--- src/rtl/core/pfd_pkg.sv ---
// Shared types and constants for the PLL frequency decode pipeline.
`timescale 1ns / 1ps
package pfd_pkg;

    localparam int WORD_W     = 32;
    localparam int REF_W      = 31;
    localparam int FREQ_W     = 32;
    localparam int MFN_W      = 10;
    localparam int MFI_W      = 4;
    localparam int MFD_W      = 10;
    localparam int PD_W       = 4;
    localparam int PROD_W     = FREQ_W + MFN_W;
    localparam int PD_DEN_W   = PD_W + 1;
    localparam int MFD_DEN_W  = MFD_W + 1;

    localparam int MFN_LSB    = 0;
    localparam int MFI_LSB    = 10;
    localparam int MFD_LSB    = 16;
    localparam int PD_LSB     = 26;

    localparam logic [MFN_W-1:0] MFN_SIGN = 10'h200;
    localparam logic [MFI_W-1:0] MFI_MIN  = 4'd5;

    // fields carried alongside the reference divider
    typedef struct packed {
        logic [MFD_W-1:0] mfd;
        logic             neg;
        logic [MFI_W-1:0] mfi;
        logic [MFN_W-1:0] mag;
    } t_fields;

    // fields carried alongside the fraction divider
    typedef struct packed {
        logic [FREQ_W-1:0] whole;
        logic              neg;
    } t_frac_side;

endpackage

--- src/rtl/core/pfd_scale.sv ---
// Multiply stage: f times fraction magnitude and f times integer multiplier.
`timescale 1ns / 1ps
module pfd_scale (
    input  logic                       i_clk,
    input  logic                       i_rst_n,
    input  logic                       i_en,
    input  logic                       i_valid,
    input  logic [pfd_pkg::FREQ_W-1:0] i_freq,
    input  pfd_pkg::t_fields           i_fields,
    output logic                       o_valid,
    output logic [pfd_pkg::PROD_W-1:0] o_prod,
    output logic [pfd_pkg::MFD_DEN_W-1:0] o_den,
    output pfd_pkg::t_frac_side        o_side
);
    import pfd_pkg::*;

    logic                  r_valid;
    logic [PROD_W-1:0]     r_prod;
    logic [MFD_DEN_W-1:0]  r_den;
    t_frac_side            r_side;
    logic [PROD_W-1:0]     n_prod;
    logic [FREQ_W+MFI_W-1:0] n_whole_full;

    always_comb begin
        n_prod       = {{MFN_W{1'b0}}, i_freq} * {{FREQ_W{1'b0}}, i_fields.mag};
        n_whole_full = {{MFI_W{1'b0}}, i_freq} * {{FREQ_W{1'b0}}, i_fields.mfi};
    end

    always_ff @(posedge i_clk) begin
        if (!i_rst_n) begin
            r_valid <= 1'b0;
        end else if (i_en) begin
            r_valid <= i_valid;
        end
    end

    always_ff @(posedge i_clk) begin
        if (i_en) begin
            r_prod       <= n_prod;
            r_den        <= {1'b0, i_fields.mfd} + 11'd1;
            r_side.whole <= n_whole_full[FREQ_W-1:0];
            r_side.neg   <= i_fields.neg;
        end
    end

    assign o_valid = r_valid;
    assign o_prod  = r_prod;
    assign o_den   = r_den;
    assign o_side  = r_side;

endmodule
--- config.mk ---
export PLATFORM = sky130hd
export DESIGN_NAME = pfd_scale
export DESIGN_NICKNAME = d
export VERILOG_FILES = /design/src/rtl/core/pfd_pkg.sv /design/src/rtl/core/pfd_scale.sv
export SDC_FILE = /design/constraint.sdc
export NUM_CORES = 1
export LEC_CHECK = 0
export ABC_AREA = 1
export BUFFER_PORTS_ARGS = -buffer_cell sky130_fd_sc_hd__buf_2
export CORE_ASPECT_RATIO = 1.75
export CORE_MARGIN = 1.5
export CORE_UTILIZATION = 55
export DETAILED_ROUTE_END_ITERATION = 7
export GPL_ROUTABILITY_DRIVEN = 1
export PLACE_DENSITY = 0.74
export SETUP_SLACK_MARGIN = 0.3
export SLEW_MARGIN = 20
export SYNTH_ARGS = -nofsm -noshare
export SYNTH_HDL_FRONTEND = slang
export SYNTH_SLANG_ARGS = --single-unit
--- constraint.sdc ---
create_clock -name i_clk -period 5 [get_ports i_clk]
set_input_delay 0.25 -clock i_clk [delete_from_list [all_inputs] [get_ports i_clk]]
set_output_delay 0.25 -clock i_clk [all_outputs]
set_load 0.005 [all_outputs]
==> flow_summary.ini, run 1 <==
[finish]
areaGrowthSynthToFinish_pct = 14.61
fin_area_um2 = 20260
final_cell_mix = nand2_1 (804), inv_1 (626), fa_1 (294)
layout_commonest_cell = nand2_1
nNetsFinal = 3060
fillers = 2832
drive_gt1_share_pct = 14.12

[floorplan]
io_pins = 148
coreArea_um2 = 31530
rows = 86
dieArea_um2 = 33270
start_util_pct = 56.07
die_h_um = 240.2
die_x_um = 138.5

[routing]
via_per_inst = 5.144
drt_iter0_drc = 707
drtAntennaViolNets = 0
wirelength_mm = 48.31
routedWlPerCell_um = 16.12
drc = 0
drt_pass1_iterations = 5
vias = 15410

[sta]
finalHoldViolCount = 0
drv_slew = 0
period_share_pct = 91.38
hold_ws_ns = 0.04868
skew_ns = 0
min_period_ns = 4.569
fin_setup_tns_ns = 0
fmax_mhz = 218.9
tightest_slew_ns = 0.7147
relSlewSlack_pct = 51.85
rsz0062_at_grt = true
setup_viol = 0

[grt]
grt_pass1_vias = 16490
track_usage_pct = 30.35
antenna_found_initial = 1
grt_max_degree = 54
grt_pass1_wl_mm = 79.25
overflow = 0

[worst_setup_path]
regToRegEndpoint = o_valid
r2r-start = o_valid
cp_max_fo = 11
worstSetupStartpointType = input port
crit_required_ns = 5.14
critical_path_class = in -> reg
ff2ff_path_depth = 2
cp.arrival_ns = 4.71
rrSetupSlack_ns = 4.34
cp-end-kind = flip-flop

[clock_tree]
h-tree-depth = 3
cts_root_buf = clkbuf_16
clk_latency_ns = 0.38
cts_tree = built
cts_made_buffers = 9
cts_num_sinks = 87
clk_pin_slew_ns = 0.08
clk_path_buf_depth = 2
holdBufCountCts = 0

[synth]
synth_cells = 2383
synth.avg_cell_area_um2 = 7.418
synth.top_cells.by_area = fa_1 (33%), nand2_1 (17%), edfxtp_1 (15%)
synth_top_area_share_pct = 33.41
synth_seq_area_share_pct = 14.72
ys_warn_count = 0
ys.flop_type = edfxtp_1
yosys.area.top_type = fa_1
postSynthNetCount = 2849
synth_edf_count = 86
synth_cell_types = 30
synth.ff_latch_count = 87
syn_area_um2 = 17680
postSynth.asyncResetShare_pct = 0

[power]
p_leak_nw = 12.08
total_power_mw = 14.62
p_per_area_nw_per_um2 = 721.7
peakVddDrop_uv = 1149

[placement]
placed_area_um2 = 19610
portBuffers = 147
hpwl_mm = 40.40
place_congestion = 0.9663

[flow_run]
cap_violations = 0

[outcome]
outcome = completed

[hold_path]
hold_end = o_side[0]
hp-class = in -> reg
min-delay-start = i_fields[14]
hold_path_depth = 1
sequential cells by signal, summed over array words and instances, names as in the netlist:
name,count
o_prod,42
o_side,33
o_valid,1
o_den,11
Yosys cell counts, types with 4 or more instances:
library cell and n:
nor2_2 7, o21bai_1 4, nand3_1 54, xor2_1 39, nand3_2 6, inv_1 626, nand2_1 811, ha_1 110
nand2_2 12, fa_1 295, nor2_4 4, o21ai_0 37, nand4_1 9, xnor2_1 11, a31oi_1 4, clkbuf_1 72
nor2_1 83, nor3_1 22, edfxtp_1 86, a21oi_1 70
timing repair:
action | CTS | global route
endpoints found under the setup margin | 21 | 26
cloned | 0 | 1
setup buffers | 0 | 3
pin swaps | 0 | 9
hold endpoints to repair | 0 | 0
gates resized for setup | 6 | 65
how the worst max path moves through the flow:
stage | slack, ns | from | cells past startpoint | to
2_1_floorplan | 0.45 | i_freq[7] | 23 | o_prod[38]
3_3_place_gp | -0.16 | i_fields[7] | 20 | o_prod[31]
3_5_place_dp | -0.22 | i_fields[7] | 22 | o_prod[31]
4_1_cts | 0.30 | i_fields[4] | 24 | o_prod[41]
5_1_grt | 0.27 | i_fields[2] | 21 | o_prod[39]
6_report | 0.43 | i_fields[4] | 22 | o_prod[39]
per-stage QoR:
step	setup slack (ns)	util, %	instances
after global placement	-0.1624	62.19	2975
after CTS	0.3041	63.22	2991
after floorplan	0.4528	-	2383
after global routing	0.2670	64.26	2996
final	0.4311	64.26	2996
after detailed placement	-0.2202	62.19	2975
worst max-delay path, stage by stage:
cell      delay, ns
clkbuf_4       0.20
buf_4          0.17
nand2_1        0.05
inv_1          0.05
fa_1           0.50
fa_1           0.60
fa_1           0.47
fa_1           0.51
inv_1          0.05
fa_1           0.48
inv_1          0.07
ha_4           0.29
nand2_2        0.09
buf_4          0.15
nor2_4         0.10
nand2_1        0.07
nor2_1         0.09
nand2_1        0.11
nand3_4        0.14
nand2_1        0.10
nand3_1        0.08
nand2_1        0.06
layer usage:
| metal | share of wire [%] | GRT usage (%) | vias up |
|---|---|---|---|
| met5 | 0 | 0 | - |
| met4 | 6.4 | 18.47 | 0 |
| met3 | 3.8 | 2.848 | 164 |
| met2 | 54 | 58.53 | 450 |
| met1 | 35 | 31.48 | 7437 |
| li1 | - | - | 7360 |
report_power, final:
part / total [mW] / internal (mW) / switching (mW)
registers: 1.54 / 1.46 / 0.0804
clock network: 0.748 / 0.359 / 0.389
logic: 12.3 / 5.19 / 7.14
total: 14.6 / 7.01 / 7.61
logic make-up after synthesis:
family	count (synthesis)	synth area share (%)
compound gates	120	3.553
xor+xnor	50	2.477
fa+ha+maj	405	41.19
buf+inv	703	14.93
flops	87	14.72
simple gates	1018	23.12
final cells by class:
cell class              count  area [um2]  share of cell area [%]
clock buffers               9       225.2                   1.112
diodes                      1       2.502                 0.01235
clock inverters             7       86.33                  0.4261
multi-input cells        1593       12670                   62.56
well taps                 396       495.5                   2.446
repair buffers            274        1813                   8.949
inverters                 629        2361                   11.65
flip-flops and latches     87        2603                   12.85
(Power assumes the default switching activity.)
==> inputs of run 2 (changes only) <==
Clock period 5 ns to 4.6 ns, I/O delays scaled along.
==> run 2 against run 1 <==
Clock skew unchanged. Setup slack worse by 0.27 ns. Non-clock buffer count up 99. Sequential cell count unchanged. Global-route usage up 1.3 points. Critical path depth down 1. Via count up 3.5%. Sequential share of layout area down 1.2 points. Clock-buffer cell count unchanged. Critical endpoint is now o_prod[25]. Largest cell class unchanged.
==> flow_summary.ini, run 2 (synthesis gave the netlist of run 1 again) <==
[sta]
fmax_mhz = 225.0
min_period_ns = 4.444
relSlewSlack_pct = 54.71
setup_viol = 0
period_share_pct = 96.61
tightest_slew_ns = 0.6794
skew_ns = 0
rsz0062_at_grt = true
drv_slew = 0
finalHoldViolCount = 0

[outcome]
outcome = completed

[finish]
layoutNonFillerInstCount = 3094
multiInputGateArea_um2 = 13710
diodes = 0
areaGrowthSynthToFinish_pct = 26.49
fillers = 2539
drive_gt1_share_pct = 23.80
layout_commonest_cell = nand2_1
regArea_um2 = 2603
final_core_util_pct = 70.92
final_cell_mix = nand2_1 (726), inv_1 (600), fa_1 (285)
nNetsFinal = 3159
largest_reg_flops = 42

[worst_setup_path]
critical_path_class = in -> reg
worstSetupStartpointType = input port
cp.arrival_ns = 4.58
r2r-start = o_valid
rrSetupSlack_ns = 3.95
crit_required_ns = 4.74
crit_start = i_fields[2]
cp-end-kind = flip-flop
cp_max_fo = 6

[grt]
overflow = 0
use_met2_pct = 59.60
grt_pass1_vias = 17280
grt_util_met3_pct = 3.665
gr-usage-met1_pct = 32.20
grt_max_degree = 48
grt_pass1_wl_mm = 82.37
track_usage_pct = 31.61
grt_busiest_layer = met2
antenna_found_initial = 0

[clock_tree]
clk_path_buf_depth = 2
cts_made_buffers = 9
clk_pin_slew_ns = 0.07
h-tree-depth = 3
holdBufCountCts = 0
clk_latency_ns = 0.39
cts_root_buf = clkbuf_16
cts_num_sinks = 87
cts_tree = built

[routing]
drt_iter0_drc = 832
drc = 0
routedWlPerCell_um = 16.59
drt_pass1_iterations = 6
wirelength_mm = 51.33
drtAntennaViolNets = 0
via_per_inst = 5.156
vias = 15950

[floorplan]
rows = 86
coreArea_um2 = 31530
die_x_um = 138.5
start_util_pct = 56.07
io_pins = 148
die_h_um = 240.2
dieArea_um2 = 33270

[placement]
place_inst = 3046
place_congestion = 0.9541
hpwl_mm = 41.95
portBuffers = 147

[hold_path]
hp-class = in -> reg
min-delay-start = i_fields[14]

[flow_run]
cap_violations = 0
-- run 2: cell types whose count changed in the layout (fill, tap and decap cells not counted), moves of 15 or more --
| cell | before | now |
|---|---|---|
| buf_2 | 132 | 117 |
| buf_4 | 124 | 204 |
| buf_6 | 5 | 23 |
| ha_1 | 98 | 81 |
| ha_4 | 7 | 28 |
| inv_1 | 626 | 600 |
| inv_2 | 3 | 26 |
| nand2_1 | 804 | 726 |
| nand2_2 | 19 | 68 |
| nand2_4 | 0 | 27 |
-- run 2: final cells by class --
cell class                 count  area share (%)
inverter                     629           10.59
sequential                    87           11.64
multi-input combinational   1593           61.31
clock buffer                   9           1.007
tap                          396           2.216
clock inverter                 7          0.3525
timing repair buffer         373           12.89
-- run 2: per-stage QoR --
step / worst slack, ns / hold slack [ns] / setup TNS (ns) / area [um2]
final: 0.1561 / 0.01913 / 0 / 22360
after global routing: 0.04249 / 0.01099 / 0 / 22360
after CTS: 0.2057 / 0.006853 / 0 / 21500
after detailed placement: -0.5243 / 0.4136 / -11.92 / 20500
after global placement: -0.4747 / 0.4119 / -11.04 / 20500
after floorplan: 0.2989 / 0.3235 / 0 / 18170
-- run 2: routing by layer --
layer,vias up,wire [um]
met5,-,0
met4,0,3576
met3,172,2035
met2,486,28200
met1,7761,17520
li1,7533,-
-- run 2: worst paths after layout --
check,end,cells after the start
max,o_prod[25],21
min,o_side[0],1
max reg2reg,o_valid,2
min reg2reg,o_valid,2
-- run 2: worst max-delay path, stage by stage --
cell and delay, ns:
buf_12 0.11, buf_12 0.14, buf_4 0.12, nand2_1 0.06, fa_1 0.50, inv_1 0.05, fa_1 0.49, fa_1 0.45
fa_1 0.56, fa_1 0.47, ha_4 0.37, nand2_4 0.09, buf_12 0.13, nor2_4 0.12, buf_6 0.12, nand2_2 0.04
nor2_1 0.13, nand2_2 0.08, nand3_4 0.14, buf_6 0.12, xor2_1 0.05
-- run 2: repair_timing --
action | in CTS | in global routing
buffers inserted | 14 | 14
resized for setup | 129 | 213
endpoints found under the setup margin | 33 | 34
cloned | 4 | 0
pin swaps | 63 | 102
Power of run 2 is not shown: default switching activity piles up to over one toggle a cycle in this logic, so the estimate is an artifact.
==> inputs of run 3 (changes only) <==
Clock period 4.6 ns to 5.31 ns, I/O delays scaled along.
==> run 3 against run 2 <==
Global-route usage fell by 1.8 points. Die area did not move. Setup slack improved by 0.33 ns. First-iteration DRC count fell by 9.6%. Non-clock buffer count fell by 197. Worst hold slack improved by 0.048 ns. Sequential share of layout area rose by 1.9 points. Routed wire length fell by 7.7%. Register-to-register slack improved by 0.70 ns. Clock-buffer cell count did not move. Critical path type unchanged. Largest cell class unchanged.
==> flow_summary.ini, run 3 (synthesis gave the netlist of run 1 again) <==
[flow_run]
cap_violations = 0

[clock_tree]
holdBufCountCts = 0
cts_num_sinks = 87
cts_root_buf = clkbuf_16
clk_pin_slew_ns = 0.07
cts_tree = built
clk_path_buf_depth = 2
cts_made_buffers = 9
cts_setup_buffers = 0
h-tree-depth = 3
clk_latency_ns = 0.38

[grt]
grt_pass1_wl_mm = 78.21
grt_pass1_vias = 16050
grt_max_degree = 61
track_usage_pct = 29.86
antenna_found_initial = 1
overflow = 0

[worst_setup_path]
crit_path_top_delay_cell = fa_1
crit_path_max_incr_delay_ns = 0.57
cp.arrival_ns = 4.94
worstSetupStartpointType = input port
cp-end-kind = flip-flop
path_depth = 21
critical_path_class = in -> reg
cp_cell_sequence = clkbuf_4 > buf_12 > nand2_1 > inv_1 > fa_1 > inv_1 > fa_1 > fa_1 > fa_1 > fa_1 > inv_1 > ha_1 > nand2_1 > nor2_1 > nand3_1 > nor2_1 > nand2_1 > nand3_2 > nand2_1 > nand3_1 > nand2_1
path_delay_family = adder cells
cp_num_buf_inv = 5
ff2ff_path_depth = 2
crit_required_ns = 5.43
cp_max_fo = 16

[power]
total_power_mw = 11.81
peakVddDrop_uv = 691.8
seq_power_share_pct = 12.2
p_leak_nw = 11.59
p_int_mw = 5.119
p_comb_share_pct = 81.7
p_per_area_nw_per_um2 = 614.0
p_sw_share_pct = 56.66
clockPowerShare_pct = 6.1
p_sw_mw = 6.692

[finish]
layoutNonFillerInstCount = 2898
final_core_util_pct = 61.01
areaGrowthSynthToFinish_pct = 8.819
fin_area_um2 = 19240
drive_gt1_share_pct = 9.036
final_cell_mix = nand2_1 (811), inv_1 (626), fa_1 (295)
layout_commonest_cell = nand2_1
fillers = 2897
largest_reg_flops = 42
nNetsFinal = 2962

[sta]
setup_viol = 0
rsz0062_at_grt = false
tightest_slew_ns = 0.7868
min_period_ns = 4.823
relSlewSlack_pct = 47.55
fmax_mhz = 207.3
period_share_pct = 90.83
finalHoldViolCount = 0
fin_setup_tns_ns = 0
drv_slew = 0
skew_ns = 0

[floorplan]
die_x_um = 138.5
die_h_um = 240.2
io_pins = 148
dieArea_um2 = 33270
start_util_pct = 56.07
coreArea_um2 = 31530
rows = 86

[routing]
via_per_inst = 5.221
vias = 15130
drt_pass1_iterations = 5
wirelength_mm = 47.36
drt_iter0_drc = 752
routedWlPerCell_um = 16.34
drc = 0
drtAntennaViolNets = 0

[placement]
place_inst = 2881
placed_area_um2 = 18890
place_congestion = 0.9638
portBuffers = 147
hpwl_mm = 38.74

[hold_path]
hp-class = in -> reg
hold_path_depth = 1

[outcome]
outcome = completed
==> run 3: cell types whose count changed in the layout (fill, tap and decap cells not counted), moves of 22 or more <==
cell     previous run  this run
buf_4             204        28
buf_6              23         1
ha_1               81       110
ha_4               28         0
inv_1             600       626
inv_2              26         3
nand2_1           726       811
nand2_2            68        12
nand2_4            27         0
==> run 3: layout make-up <==
type | instances | area [um2] | area share (%)
clock inverters | 7 | 86.33 | 0.4488
well taps | 396 | 495.5 | 2.576
inverters | 629 | 2361 | 12.27
diodes | 1 | 2.502 | 0.01301
flip-flops and latches | 87 | 2603 | 13.53
clock buffers | 9 | 225.2 | 1.171
multi-input cells | 1593 | 12440 | 64.67
repair buffers | 176 | 1022 | 5.314
==> run 3: path summary, 6_finish.rpt <==
| kind | start | to | slack (ns) |
|---|---|---|---|
| setup / recovery | i_fields[4] | o_prod[32] | 0.49 |
| hold / removal | i_fields[14] | o_side[0] | 0.07 |
| setup reg to reg | o_valid | o_valid | 4.65 |
| hold reg to reg | o_valid | o_valid | 0.55 |
==> run 3: timing repair <==
item | in CTS | in global routing
resized for setup | 0 | 14
setup endpoints to repair | 0 | 24
endpoints found under the hold margin | 0 | 0
==> run 3: per-layer routing <==
metal	share of wire, %	track usage [%]	wire [um]
met1	36	32.25	17060
met2	53	56.34	25270
met3	4.8	3.047	2280
met4	5.8	17.32	2747
met5	0	0	0
==> run 3: per-stage QoR <==
step                hold WS [ns]  setup slack (ns)
global placement          0.4479         -0.002508
CTS                      0.05919            0.3330
detailed placement        0.4530          -0.05576
global route             0.07014            0.3233
finish                   0.06680            0.4872
floorplan                 0.3590            0.7473
==> run 3: power by group through the flow <==
stage | logic [mW] | registers, mW | clock network, mW
finish | 9.65 | 1.44 | 0.720
global route | 10.9 | 1.46 | 0.757
CTS | 9.63 | 1.45 | 0.733
detailed placement | 9.45 | 1.45 | 0
global placement | 9.43 | 1.45 | 0
floorplan | 6.62 | 1.48 | 0
