--- config.mk ---
export PLATFORM = sky130hd
export DESIGN_NAME = pfd_pipe_div
export DESIGN_NICKNAME = d
export VERILOG_FILES = /design/src/rtl/core/pfd_pipe_div.sv
export SDC_FILE = /design/constraint.sdc
export NUM_CORES = 1
export LEC_CHECK = 0
export ABC_AREA = 1
export BUFFER_PORTS_ARGS = -buffer_cell sky130_fd_sc_hd__buf_4
export CORE_AREA = 3 3 343 345
export CTS_CLUSTER_SIZE = 16
export DETAILED_ROUTE_END_ITERATION = 10
export DIE_AREA = 0 0 346 348
export GPL_ROUTABILITY_DRIVEN = 0
export MAX_ROUTING_LAYER = met4
export PLACE_DENSITY = 0.78
export SLEW_MARGIN = 20
export SYNTH_ARGS = -nofsm -noshare
export SYNTH_HDL_FRONTEND = slang
export SYNTH_SLANG_ARGS = --single-unit
export TNS_END_PERCENT = 20
--- constraint.sdc ---
create_clock -name i_clk -period 1.6 [get_ports i_clk]
set_input_delay 0.16 -clock i_clk [delete_from_list [all_inputs] [get_ports i_clk]]
set_output_delay 0.16 -clock i_clk [all_outputs]
set_load 0.005 [all_outputs]
--- src/rtl/core/pfd_pipe_div.sv ---
// Pipelined restoring divider, one quotient bit per register stage.
`timescale 1ns / 1ps
module pfd_pipe_div #(
    parameter int N_W = 32,
    parameter int D_W = 5,
    parameter int S_W = 8
) (
    input  logic           i_clk,
    input  logic           i_rst_n,
    input  logic           i_en,
    input  logic           i_valid,
    input  logic [N_W-1:0] i_num,
    input  logic [D_W-1:0] i_den,
    input  logic [S_W-1:0] i_side,
    output logic           o_valid,
    output logic [N_W-1:0] o_quot,
    output logic [S_W-1:0] o_side
);

    logic [D_W-1:0] r_rem  [N_W];
    logic [N_W-1:0] r_qn   [N_W];
    logic [D_W-1:0] r_den  [N_W];
    logic [S_W-1:0] r_side [N_W];
    logic           r_vld  [N_W];

    genvar g;
    for (g = 0; g < N_W; g++) begin : g_stage
        logic [D_W-1:0] p_rem;
        logic [N_W-1:0] p_qn;
        logic [D_W-1:0] p_den;
        logic [S_W-1:0] p_side;
        logic           p_vld;
        logic [D_W:0]   t;
        logic           ge;
        logic [D_W:0]   diff;
        logic [D_W-1:0] n_rem;
        logic [N_W-1:0] n_qn;

        if (g == 0) begin : g_first
            assign p_rem  = '0;
            assign p_qn   = i_num;
            assign p_den  = i_den;
            assign p_side = i_side;
            assign p_vld  = i_valid;
        end else begin : g_next
            assign p_rem  = r_rem[g-1];
            assign p_qn   = r_qn[g-1];
            assign p_den  = r_den[g-1];
            assign p_side = r_side[g-1];
            assign p_vld  = r_vld[g-1];
        end

        always_comb begin
            t     = {p_rem, p_qn[N_W-1]};
            diff  = t - {1'b0, p_den};
            ge    = (t >= {1'b0, p_den});
            n_rem = ge ? diff[D_W-1:0] : t[D_W-1:0];
            n_qn  = {p_qn[N_W-2:0], ge};
        end

        always_ff @(posedge i_clk) begin
            if (!i_rst_n) begin
                r_vld[g] <= 1'b0;
            end else if (i_en) begin
                r_vld[g] <= p_vld;
            end
        end

        always_ff @(posedge i_clk) begin
            if (i_en) begin
                r_rem[g]  <= n_rem;
                r_qn[g]   <= n_qn;
                r_den[g]  <= p_den;
                r_side[g] <= p_side;
            end
        end
    end

    assign o_valid = r_vld[N_W-1];
    assign o_quot  = r_qn[N_W-1];
    assign o_side  = r_side[N_W-1];

endmodule

==> results of run 1 <==
## area by class of cell
class	count	area [um2]
Sequential cell	1622	48700
Fill cell	7835	44600
Multi-Input combinational cell	1327	9050
Clock buffer	193	4230
Timing Repair Buffer	436	3980
Tap cell	1512	1890
Inverter	356	1340
Clock inverter	89	719
## state kept, by name (all words and copies together), names as in the netlist
| register | cells |
|---|---|
| r_qn | 1024 |
| r_side | 256 |
| r_den | 155 |
| r_rem | 155 |
| r_vld | 32 |
## power by group through the flow
stage	sequential, W	combinational [W]	clock [W]
2_1_floorplan	0.0546	0.0124	0
3_3_place_gp	0.0552	0.0174	0
3_5_place_dp	0.0554	0.0185	0
4_1_cts	0.0546	0.0196	0.0362
5_1_grt	0.0550	0.0231	0.0378
6_report	0.0546	0.0207	0.0351
## worst max-delay path, cell delays in order, from the launching register on
cell and delay, ns:
edfxtp_1 0.42, inv_2 0.10, ha_4 0.14, inv_4 0.04, fa_2 0.38, nand2_2 0.10, nand2_4 0.07, nand3_4 0.10
nand2_4 0.10, nand2_2 0.08, nand2_1 0.05
## per-stage QoR
step                area (um2)  std cells  setup TNS [ns]
finish                   69900       5535          -16.59
global route             69900       5535          -31.22
CTS                      69500       5519          -14.53
detailed placement       63600       5160          -20.65
global placement         63600       5160          -10.90
floorplan                58600       3308           -3.44
## what timing repair did
item,in CTS,in global routing
pin swaps,53,55
buffers inserted,28,16
cloned,0,0
hold buffers,49,0
hold endpoints to repair,115,0
setup endpoints to repair,169,180
resized for setup,133,92
## cells in the mapped netlist, drive strengths merged
master and n:
edfxtp 1621, nand2 519, inv 356, nand3 298, nor2 169, ha 157
o21ai 52, a21oi 31, fa 30, xor2 30, or2 25, nand4 6
nand3b 5, clkbuf 3, a2bb2oi 1, dfxtp 1, nor3 1, nor3b 1
nor4 1, o2111ai 1
## final timing paths
kind              cells after the start      endpoint          from
setup / recovery                     10  r_rem[0][67]  r_qn[12][31]
hold / removal                        2   r_qn[0][27]     i_num[26]
setup reg to reg                     10  r_rem[0][67]  r_qn[12][31]
hold reg to reg                       0  r_qn[31][30]  r_qn[30][29]
## cells in the final DEF (no fill, tap or decap), types with 21 or more instances in the layout
cell	count
clkinv_2	30
nand2_4	44
nor2_1	117
edfxtp_1	1621
inv_1	324
ha_1	135
nand3_1	251
buf_4	335
fa_2	30
nand2_1	384
nand3_2	21
dlygate4sd3_1	49
nand3_4	26
a21oi_1	31
clkbuf_16	165
xor2_1	30
or2_1	25
clkinv_1	34
nand2_2	91
o21ai_0	28
nor2_4	23
nor2_2	29
clkbuf_1	28
buf_12	43
inv_2	31
## cell families after synthesis
family,count (synthesis),synth area share
DFF,1622,0.833
xor gates and xnor gates,30,0.00449
adders and majority gates,187,0.0439
buffers and inverters,359,0.0230
AOI/OAI and AO/OA,85,0.00740
and+or+nand+nor,1025,0.0883
## routing by layer
layer / vias to the layer above / track usage
met3: 238 / 0.0262
li1: 13196 / -
met2: 632 / 0.231
met5: - / -
met1: 12960 / 0.168
met4: 0 / 0.0604
==> results_dict.tcl, run 1 <==
set metrics [dict create \
    path_max_fanout 5 \
    drt_iter0_drc 1811 \
    rows 124 \
    p_switching_w 0.0287 \
    max_slew.worst_pin.slew_ns 0.469 \
    setup_slack_ns -0.217 \
    hpwl_mm 47.6 \
    ant_nets 0 \
    worstPathArrival_ns 2.30 \
    highest_layer "met4" \
    relSlewSlack 0.684 \
    grt_pass1_vias 27609 \
    hold_ws_ns 0.141 \
    netlist_instances 3308 \
    firstDrtPassIters 7 \
    pwr-share-comb 0.187 \
    end_kind "register" \
    setup_viol 160 \
    regToRegSetupSlack_ns -0.22 \
    p_int_w 0.0817 \
    grt_pass1_wl_mm 133 \
    critical_path_required_ns 2.08 \
    yosysWarningCount 0 \
    seq_power_share 0.495 \
    p_sw_frac 0.260 \
    portBuffers 89 \
    clock.fmax_ghz 0.550 \
    yosys_register_bits 1622 \
    cts_sinks 1622 \
    synth_largest_area_cell "edfxtp_1" \
    syn-num-nets 3544 \
    vias_per_cell 4.88 \
    wl_per_cell_um 14.6 \
    outcome "finished with violations" \
    die_area_mm2 0.120 \
    antenna_found_initial 0 \
    diodes 0 \
    power.total_w 0.110 \
    dp_slack_ns -0.214 \
    io_pins 90 \
    cts_buffers 157 \
    core_mm2 0.115 \
    h-tree-depth 4 \
    clk_latency_ns 0.74 \
    synth_seq_area_share 0.833 \
    hold_violations 0 \
    start_util 0.511 \
    clockRootBuffer "clkbuf_16" \
    met2WireLength_mm 41.3 \
    crit_path_start_kind "register" \
    postSynthAreaPerCell_um2 17.7 \
    hold_path_class "primary input to register" \
    failed_checks "setup timing" \
    area.growth.synth_to_final_pct 19.6 \
    yosysTopAreaCellShare 0.833 \
    final_nets 4136 \
    post-route-drc-count 0 \
    p_per_area_mw_per_mm2 1580 \
    leakagePower_nw 26.7 \
    path_class "register to register" \
    maxSlewViolCount 0 \
    grtUsageTotal 0.139 \
    fin_crit_sh 1.14 \
    fin_crit_ns 1.82 \
    wl_met3_mm 3.52 \
    rsz0062_at_grt "true" \
    die_h_um 348 \
    met1_length_mm 33.4 \
    cts_buffer_depth 3 \
    max_cap_violations 0 \
    grt_start_max_net_pins 73 \
    routed_wl_mm 80.9 \
    synth_area_mm2 0.0585 \
    route.vias.total 27026 \
    clkTransAtPathRegs_ns 0.06 \
    pwr-share-clk 0.318 \
    peakVddDrop_mv 1.15 \
    post_synth_num_cell_types 26 \
    tritoncts "yes" \
    synth_area_leaders "edfxtp_1 (83%), ha_1 (3.4%), nand2_1 (3.1%)" \
    fin_skew_ns 0.0243 \
    drive_gt1_frac 0.232 \
    fp.dieW_um 346 \
    overflow 0 \
    fin_util 0.611 \
]
Power figures use the tool's default switching activity.
==> inputs of run 2 (changes only) <==
Settings changed: ABC_AREA 1 to unset, CELL_PAD_IN_SITES_DETAIL_PLACEMENT set to 0, CELL_PAD_IN_SITES_GLOBAL_PLACEMENT set to 1, PLACE_DENSITY 0.78 to 0.84.
==> run 2 against run 1 <==
  * The run still ends with setup timing left
  * Synthesized area decreased by 1.8%
  * Clock skew about the same
  * Die area unchanged
  * Via count decreased by 9.8%
  * Fmax decreased by 13%
  * First-iteration DRC count decreased by 23%
  * Sequential cell count unchanged
  * Count of clock-buffer cells in the layout decreased by 5
  * Global-route usage decreased by 1.4 points
  * Non-clock buffer count increased by 166
  * Power decreased by 1.8%
  * Sequential share of layout area decreased by 0.25 points
==> results_dict.tcl, run 2 <==
set metrics [dict create \
    post_synth_num_cell_types 33 \
    dp_slack_ns -0.509 \
    path_max_fanout 5 \
    drive_gt1_frac 0.308 \
    rows 124 \
    final_cell_mix "edfxtp_1 (1621), buf_4 (512), inv_1 (207)" \
    io_pins 90 \
    rsz0062_at_grt "true" \
    r2r_end "r_rem[0][71]" \
    hpwl_mm 42.8 \
    cp-startpoint "r_qn[13][31]" \
    clock.fmax_ghz 0.480 \
    core_mm2 0.115 \
    seq_power_share 0.496 \
    pwr-share-clk 0.335 \
    yosysTopAreaCellShare 0.848 \
    yosys_register_bits 1622 \
    netlist_instances 2742 \
    p_int_w 0.0835 \
    post-route-drc-count 0 \
    route.vias.total 24382 \
    outcome "finished with violations" \
    largest_register "r_qn" \
    grtUsageTotal 0.125 \
    reg_top3 "r_qn: 1024 flops, r_side: 256 flops" \
    max_slew.worst_pin.slew_ns 0.468 \
    ant_nets 0 \
    crit_path_start_kind "register" \
    portBuffers 89 \
    clk_latency_ns 0.74 \
    h-tree-depth 4 \
    clockRootBuffer "clkbuf_16" \
    largest_register_ffs 1024 \
    area.growth.synth_to_final_pct 22.2 \
    finalSetupTns_ns -60.02 \
    pwr-share-comb 0.169 \
    leakagePower_nw 26.1 \
    grt_pass1_wl_mm 120 \
    p_per_area_mw_per_mm2 1540 \
    synth_area_mm2 0.0574 \
    setup_slack_ns -0.483 \
    fillers 7795 \
    maxSlewViolCount 0 \
    peakVddDrop_mv 1.22 \
    setup_viol 180 \
    fin_crit_sh 1.30 \
    relSlewSlack 0.688 \
    diodes 0 \
    grt_pass1_vias 24936 \
    synth_area_leaders "edfxtp_1 (85%), ha_1 (3.4%), mux2_4 (2.4%)" \
    p_sw_frac 0.230 \
    vias_per_cell 4.75 \
    synth_most_common_cell "edfxtp_1" \
    async_reset_ff_frac 0 \
    ys_top_cells_by_count "edfxtp_1 (1621), inv_1 (247), ha_1 (157)" \
    reg2reg_from "r_qn[13][31]" \
    synth_seq_area_share 0.848 \
    die_area_mm2 0.120 \
    endpoint "r_rem[0][71]" \
    postSynthAreaPerCell_um2 20.9 \
    final_nets 3735 \
    cts_buffer_depth 3 \
    regToRegSetupSlack_ns -0.48 \
    fin_skew_ns 0.0247 \
    hold_path_class "primary input to register" \
    start_util 0.501 \
    clkTransAtPathRegs_ns 0.06 \
    overflow 0 \
    fin_crit_ns 2.08 \
    tritoncts "yes" \
    power.total_w 0.108 \
    synth_edf_count 1621 \
    final_common_cell "edfxtp_1" \
    cts_buffers 159 \
    yosysWarningCount 0 \
    die_h_um 348 \
    hold_violations 0 \
    ys.flop_type "edfxtp_1" \
    wl_per_cell_um 14.3 \
    antenna_found_initial 0 \
    ff2ff_path_depth 8 \
    syn-num-nets 2978 \
    drt_iter0_drc 1394 \
    worstPathArrival_ns 2.56 \
    p_switching_w 0.0249 \
    critical_path_required_ns 2.08 \
    cts_sinks 1622 \
    synth_largest_area_cell "edfxtp_1" \
    max_cap_violations 0 \
    routed_wl_mm 73.4 \
    fp.dieW_um 346 \
    firstDrtPassIters 5 \
    grt_start_max_net_pins 87 \
    failed_checks "setup timing" \
    end_kind "register" \
    path_class "register to register" \
]
run 2: changes by cell type in the layout (fill, tap and decap cells not counted), moves of 40 or more:
| cell | change |
|---|---|
| nand2_1 | -292 |
| inv_1 | -117 |
| buf_4 | +177 |
| nand3_1 | -230 |
| mux2_4 | +90 |
| nand2_2 | -91 |
| nand2_4 | -44 |
| o21ai_2 | +40 |
run 2: routing by layer:
layer  share of wire  GRT usage
met5               0          -
met1            0.43      0.152
met3           0.043     0.0287
met4           0.028     0.0494
met2            0.50      0.207
run 2: final cells by class:
class	instances	area [um2]	share of cell area
clock buffers	188	4190	0.0598
clock inverters	98	988	0.0141
inverters	247	927	0.0132
multi-input cells	867	8370	0.119
flip-flops and latches	1622	48700	0.694
well taps	1512	1890	0.0270
repair buffers	602	5100	0.0727
run 2: cell families after synthesis:
logic type,count (synthesis),share of synthesized area
buffers and inverters,253,0.0165
AOI/OAI and AO/OA,129,0.0172
and+or+nand+nor,369,0.0351
DFF,1622,0.848
xor gates and xnor gates,61,0.00931
muxes,121,0.0289
adders and majority gates,187,0.0447
run 2: worst max-delay path, stage by stage, from the launching register on:
cell and delay (ns):
edfxtp_1 0.38, inv_2 0.09, ha_4 0.13, inv_2 0.04
fa_2 0.37, a21oi_4 0.20, o21ai_4 0.08, nor2_4 0.22
mux2_4 0.32
run 2: worst min path at each step:
stage	startpoint	end	slack (ns)	depth (start not counted)
4_1_cts	i_num[25]	r_qn[0][26]	0.06	2
3_5_place_dp	i_num[15]	r_qn[0][16]	0.34	1
3_3_place_gp	i_num[14]	r_qn[0][15]	0.34	1
6_report	i_num[29]	r_qn[0][30]	0.13	2
5_1_grt	i_num[30]	r_qn[0][31]	0.09	2
2_1_floorplan	i_den[0]	r_den[0][0]	0.26	0
run 2: metrics by stage:
stage	cell area [um2]	hold slack, ns	std cells	utilization
after detailed placement	63600	0.339	4741	0.555
after CTS	69700	0.0638	5114	0.609
final	70200	0.133	5136	0.613
after global routing	70200	0.0892	5136	0.613
after floorplan	57600	0.259	2742	-
after global placement	63600	0.338	4741	0.555
run 2: what timing repair did:
action / 4_1_cts / 5_1_grt
gates resized for setup: 58 / 63
hold buffers: 49 / 0
hold endpoints to repair: 93 / 0
pin swaps: 81 / 56
buffers inserted: 38 / 23
endpoints found under the setup margin: 181 / 182
run 2: power by group through the flow:
stage	combinational, W	sequential [W]	clock [W]
floorplan	0.0108	0.0540	0
global placement	0.0163	0.0544	0
detailed placement	0.0170	0.0546	0
CTS	0.0178	0.0538	0.0375
global route	0.0201	0.0542	0.0391
finish	0.0183	0.0538	0.0363
==> inputs of run 3 (changes only) <==
Settings changed: CORE_AREA 3 3 343 345 to 3 3 291 407, DIE_AREA 0 0 346 348 to 0 0 294 410.
==> run 3 against run 2 <==
  * The flow still finishes with violations (setup timing)
  * Clock skew shrank 0.00081 ns
  * Critical endpoint is now r_rem[0][73]
  * Routed wire length increased by 3.4%
  * Clock power down 6.1%
  * Largest cell class unchanged
  * Via count up 0.84%
  * Largest power group unchanged
  * Core utilization is 0.42 points lower
  * Setup slack worse by 0.015 ns
==> results_dict.tcl, run 3 (synthesized netlist as in run 2, its figures left out) <==
set metrics [dict create \
    grt_start_max_net_pins 60 \
    antenna_found_initial 0 \
    core_mm2 0.115 \
    reg2reg_from "r_qn[13][31]" \
    cts_buffers 147 \
    endpoint "r_rem[0][73]" \
    largest_register "r_qn" \
    routed_wl_mm 75.9 \
    slowest_delay_ns 0.40 \
    grt_pass1_wl_mm 122 \
    hold_violations 0 \
    fp.dieW_um 294 \
    critical_path_required_ns 2.09 \
    r2r_end "r_rem[0][73]" \
    end_kind "register" \
    max_slew.worst_pin.slew_ns 0.680 \
    cp-startpoint "r_qn[13][31]" \
    overflow 0 \
    outcome "finished with violations" \
    rsz0062_at_grt "true" \
    diodes 0 \
    io_pins 90 \
    hold_ws_ns 0.0344 \
    crit_path_top_delay_cell "edfxtp_1" \
    hold_path_class "primary input to register" \
    max_cap_violations 0 \
    die_area_mm2 0.121 \
    vias_per_cell 4.83 \
    h-tree-depth 4 \
    fin_crit_sh 1.31 \
    stdcell_count 5091 \
    area.growth.synth_to_final_pct 21.9 \
    grtUsageTotal 0.130 \
    path_class "register to register" \
    placed_area_mm2 0.0633 \
    path_max_fanout 5 \
    wl_per_cell_um 14.9 \
    grt_pass1_vias 25943 \
    cts_buffer_depth 3 \
    hpwl_mm 44.1 \
    peakVddDrop_mv 1.19 \
    postLayoutCellArea_mm2 0.0700 \
    fin_skew_ns 0.0239 \
    worstPathArrival_ns 2.59 \
    setup_viol 180 \
    leakagePower_nw 26.0 \
    largest_register_ffs 1024 \
    crit_top_cell "inv_2" \
    path_depth 8 \
    final_nets 3721 \
    critPathBufInv 2 \
    fin_crit_ns 2.10 \
    post-route-drc-count 0 \
    tritoncts "yes" \
    drive_gt1_frac 0.309 \
    failed_checks "setup timing" \
    start_util 0.499 \
    ant_nets 0 \
    rows 147 \
    setup_slack_ns -0.499 \
    portBuffers 89 \
    die_h_um 410 \
    cts_sinks 1622 \
    clk_latency_ns 0.75 \
    reg_top3 "r_qn: 1024 flops, r_side: 256 flops" \
    crit_family "adder cells" \
    dp_cells 4683 \
    fin_util 0.609 \
    drt_iter0_drc 1070 \
    regToRegSetupSlack_ns -0.50 \
    crit_path_start_kind "register" \
    ff2ff_path_depth 8 \
    p_per_area_mw_per_mm2 1520 \
    final_cell_mix "edfxtp_1 (1621), buf_4 (501), inv_1 (199)" \
    clkTransAtPathRegs_ns 0.07 \
    firstDrtPassIters 6 \
    final_common_cell "edfxtp_1" \
    maxSlewViolCount 0 \
    route.vias.total 24588 \
    clockRootBuffer "clkbuf_16" \
    crit_path_cell_trace "inv_2 -> ha_4 -> inv_2 -> fa_2 -> a21oi_4 -> o21ai_4 -> nor2_4 -> mux2_4" \
    relSlewSlack 0.545 \
    clock.fmax_ghz 0.477 \
]
[run 3: cell count changes in the layout (fill, tap and decap cells not counted), sizes merged]
cell,change
clkinv,-6
inv,-3
clkbuf,-6
dlygate4sd3,+3
buf,-5
bufinv,-2
clkinvlp,-4
[run 3: power breakdown]
group	total (W)	leakage (nW)	switching, W	internal, W
registers	0.0537	15.9	0.00160	0.0521
clock network	0.0341	2.32	0.0146	0.0196
logic	0.0187	7.77	0.00854	0.0101
total	0.107	26.0	0.0247	0.0818
[run 3: routing by layer]
metal,track usage,share of wire,vias up
met5,-,0,-
met4,0.0568,0.032,0
met1,0.137,0.39,12150
met3,0.0267,0.033,176
li1,-,-,11903
met2,0.236,0.55,359
[run 3: through the flow]
step                setup slack, ns  total power, W  setup TNS (ns)
finish                       -0.499           0.107          -60.07
global placement             -0.418          0.0706          -55.33
floorplan                    -0.355          0.0648          -37.63
CTS                          -0.469           0.107          -60.51
detailed placement           -0.514          0.0715          -65.32
global route                 -0.562           0.111          -74.76
[run 3: cell type report]
| cell class | count | area [um2] |
|---|---|---|
| clock buffer | 182 | 3890 |
| clock inverter | 83 | 860 |
| fill | 7804 | 45000 |
| inverter | 247 | 927 |
| multi-input combinational | 867 | 8580 |
| sequential | 1622 | 48700 |
| tap | 1490 | 1860 |
| timing repair buffer | 600 | 5140 |
[run 3: how the worst min path moves through the flow]
| stage | start | endpoint | slack [ns] | cells past startpoint |
|---|---|---|---|---|
| 3_3_place_gp | i_num[5] | r_qn[0][6] | 0.34 | 1 |
| 6_report | i_en | r_qn[0][5] | 0.03 | 2 |
| 3_5_place_dp | i_num[21] | r_qn[0][22] | 0.34 | 1 |
| 2_1_floorplan | i_den[0] | r_den[0][0] | 0.26 | 0 |
| 4_1_cts | i_en | r_qn[23][0] | 0.009 | 2 |
| 5_1_grt | i_en | r_rem[1][38] | 0.04 | 2 |
[run 3: what timing repair did]
item,CTS,global route
cloned,0,0
endpoints found under the hold margin,90,0
pin swaps,81,53
setup endpoints to repair,181,181
buffers inserted,70,22
resized for setup,74,88
hold buffers,52,0
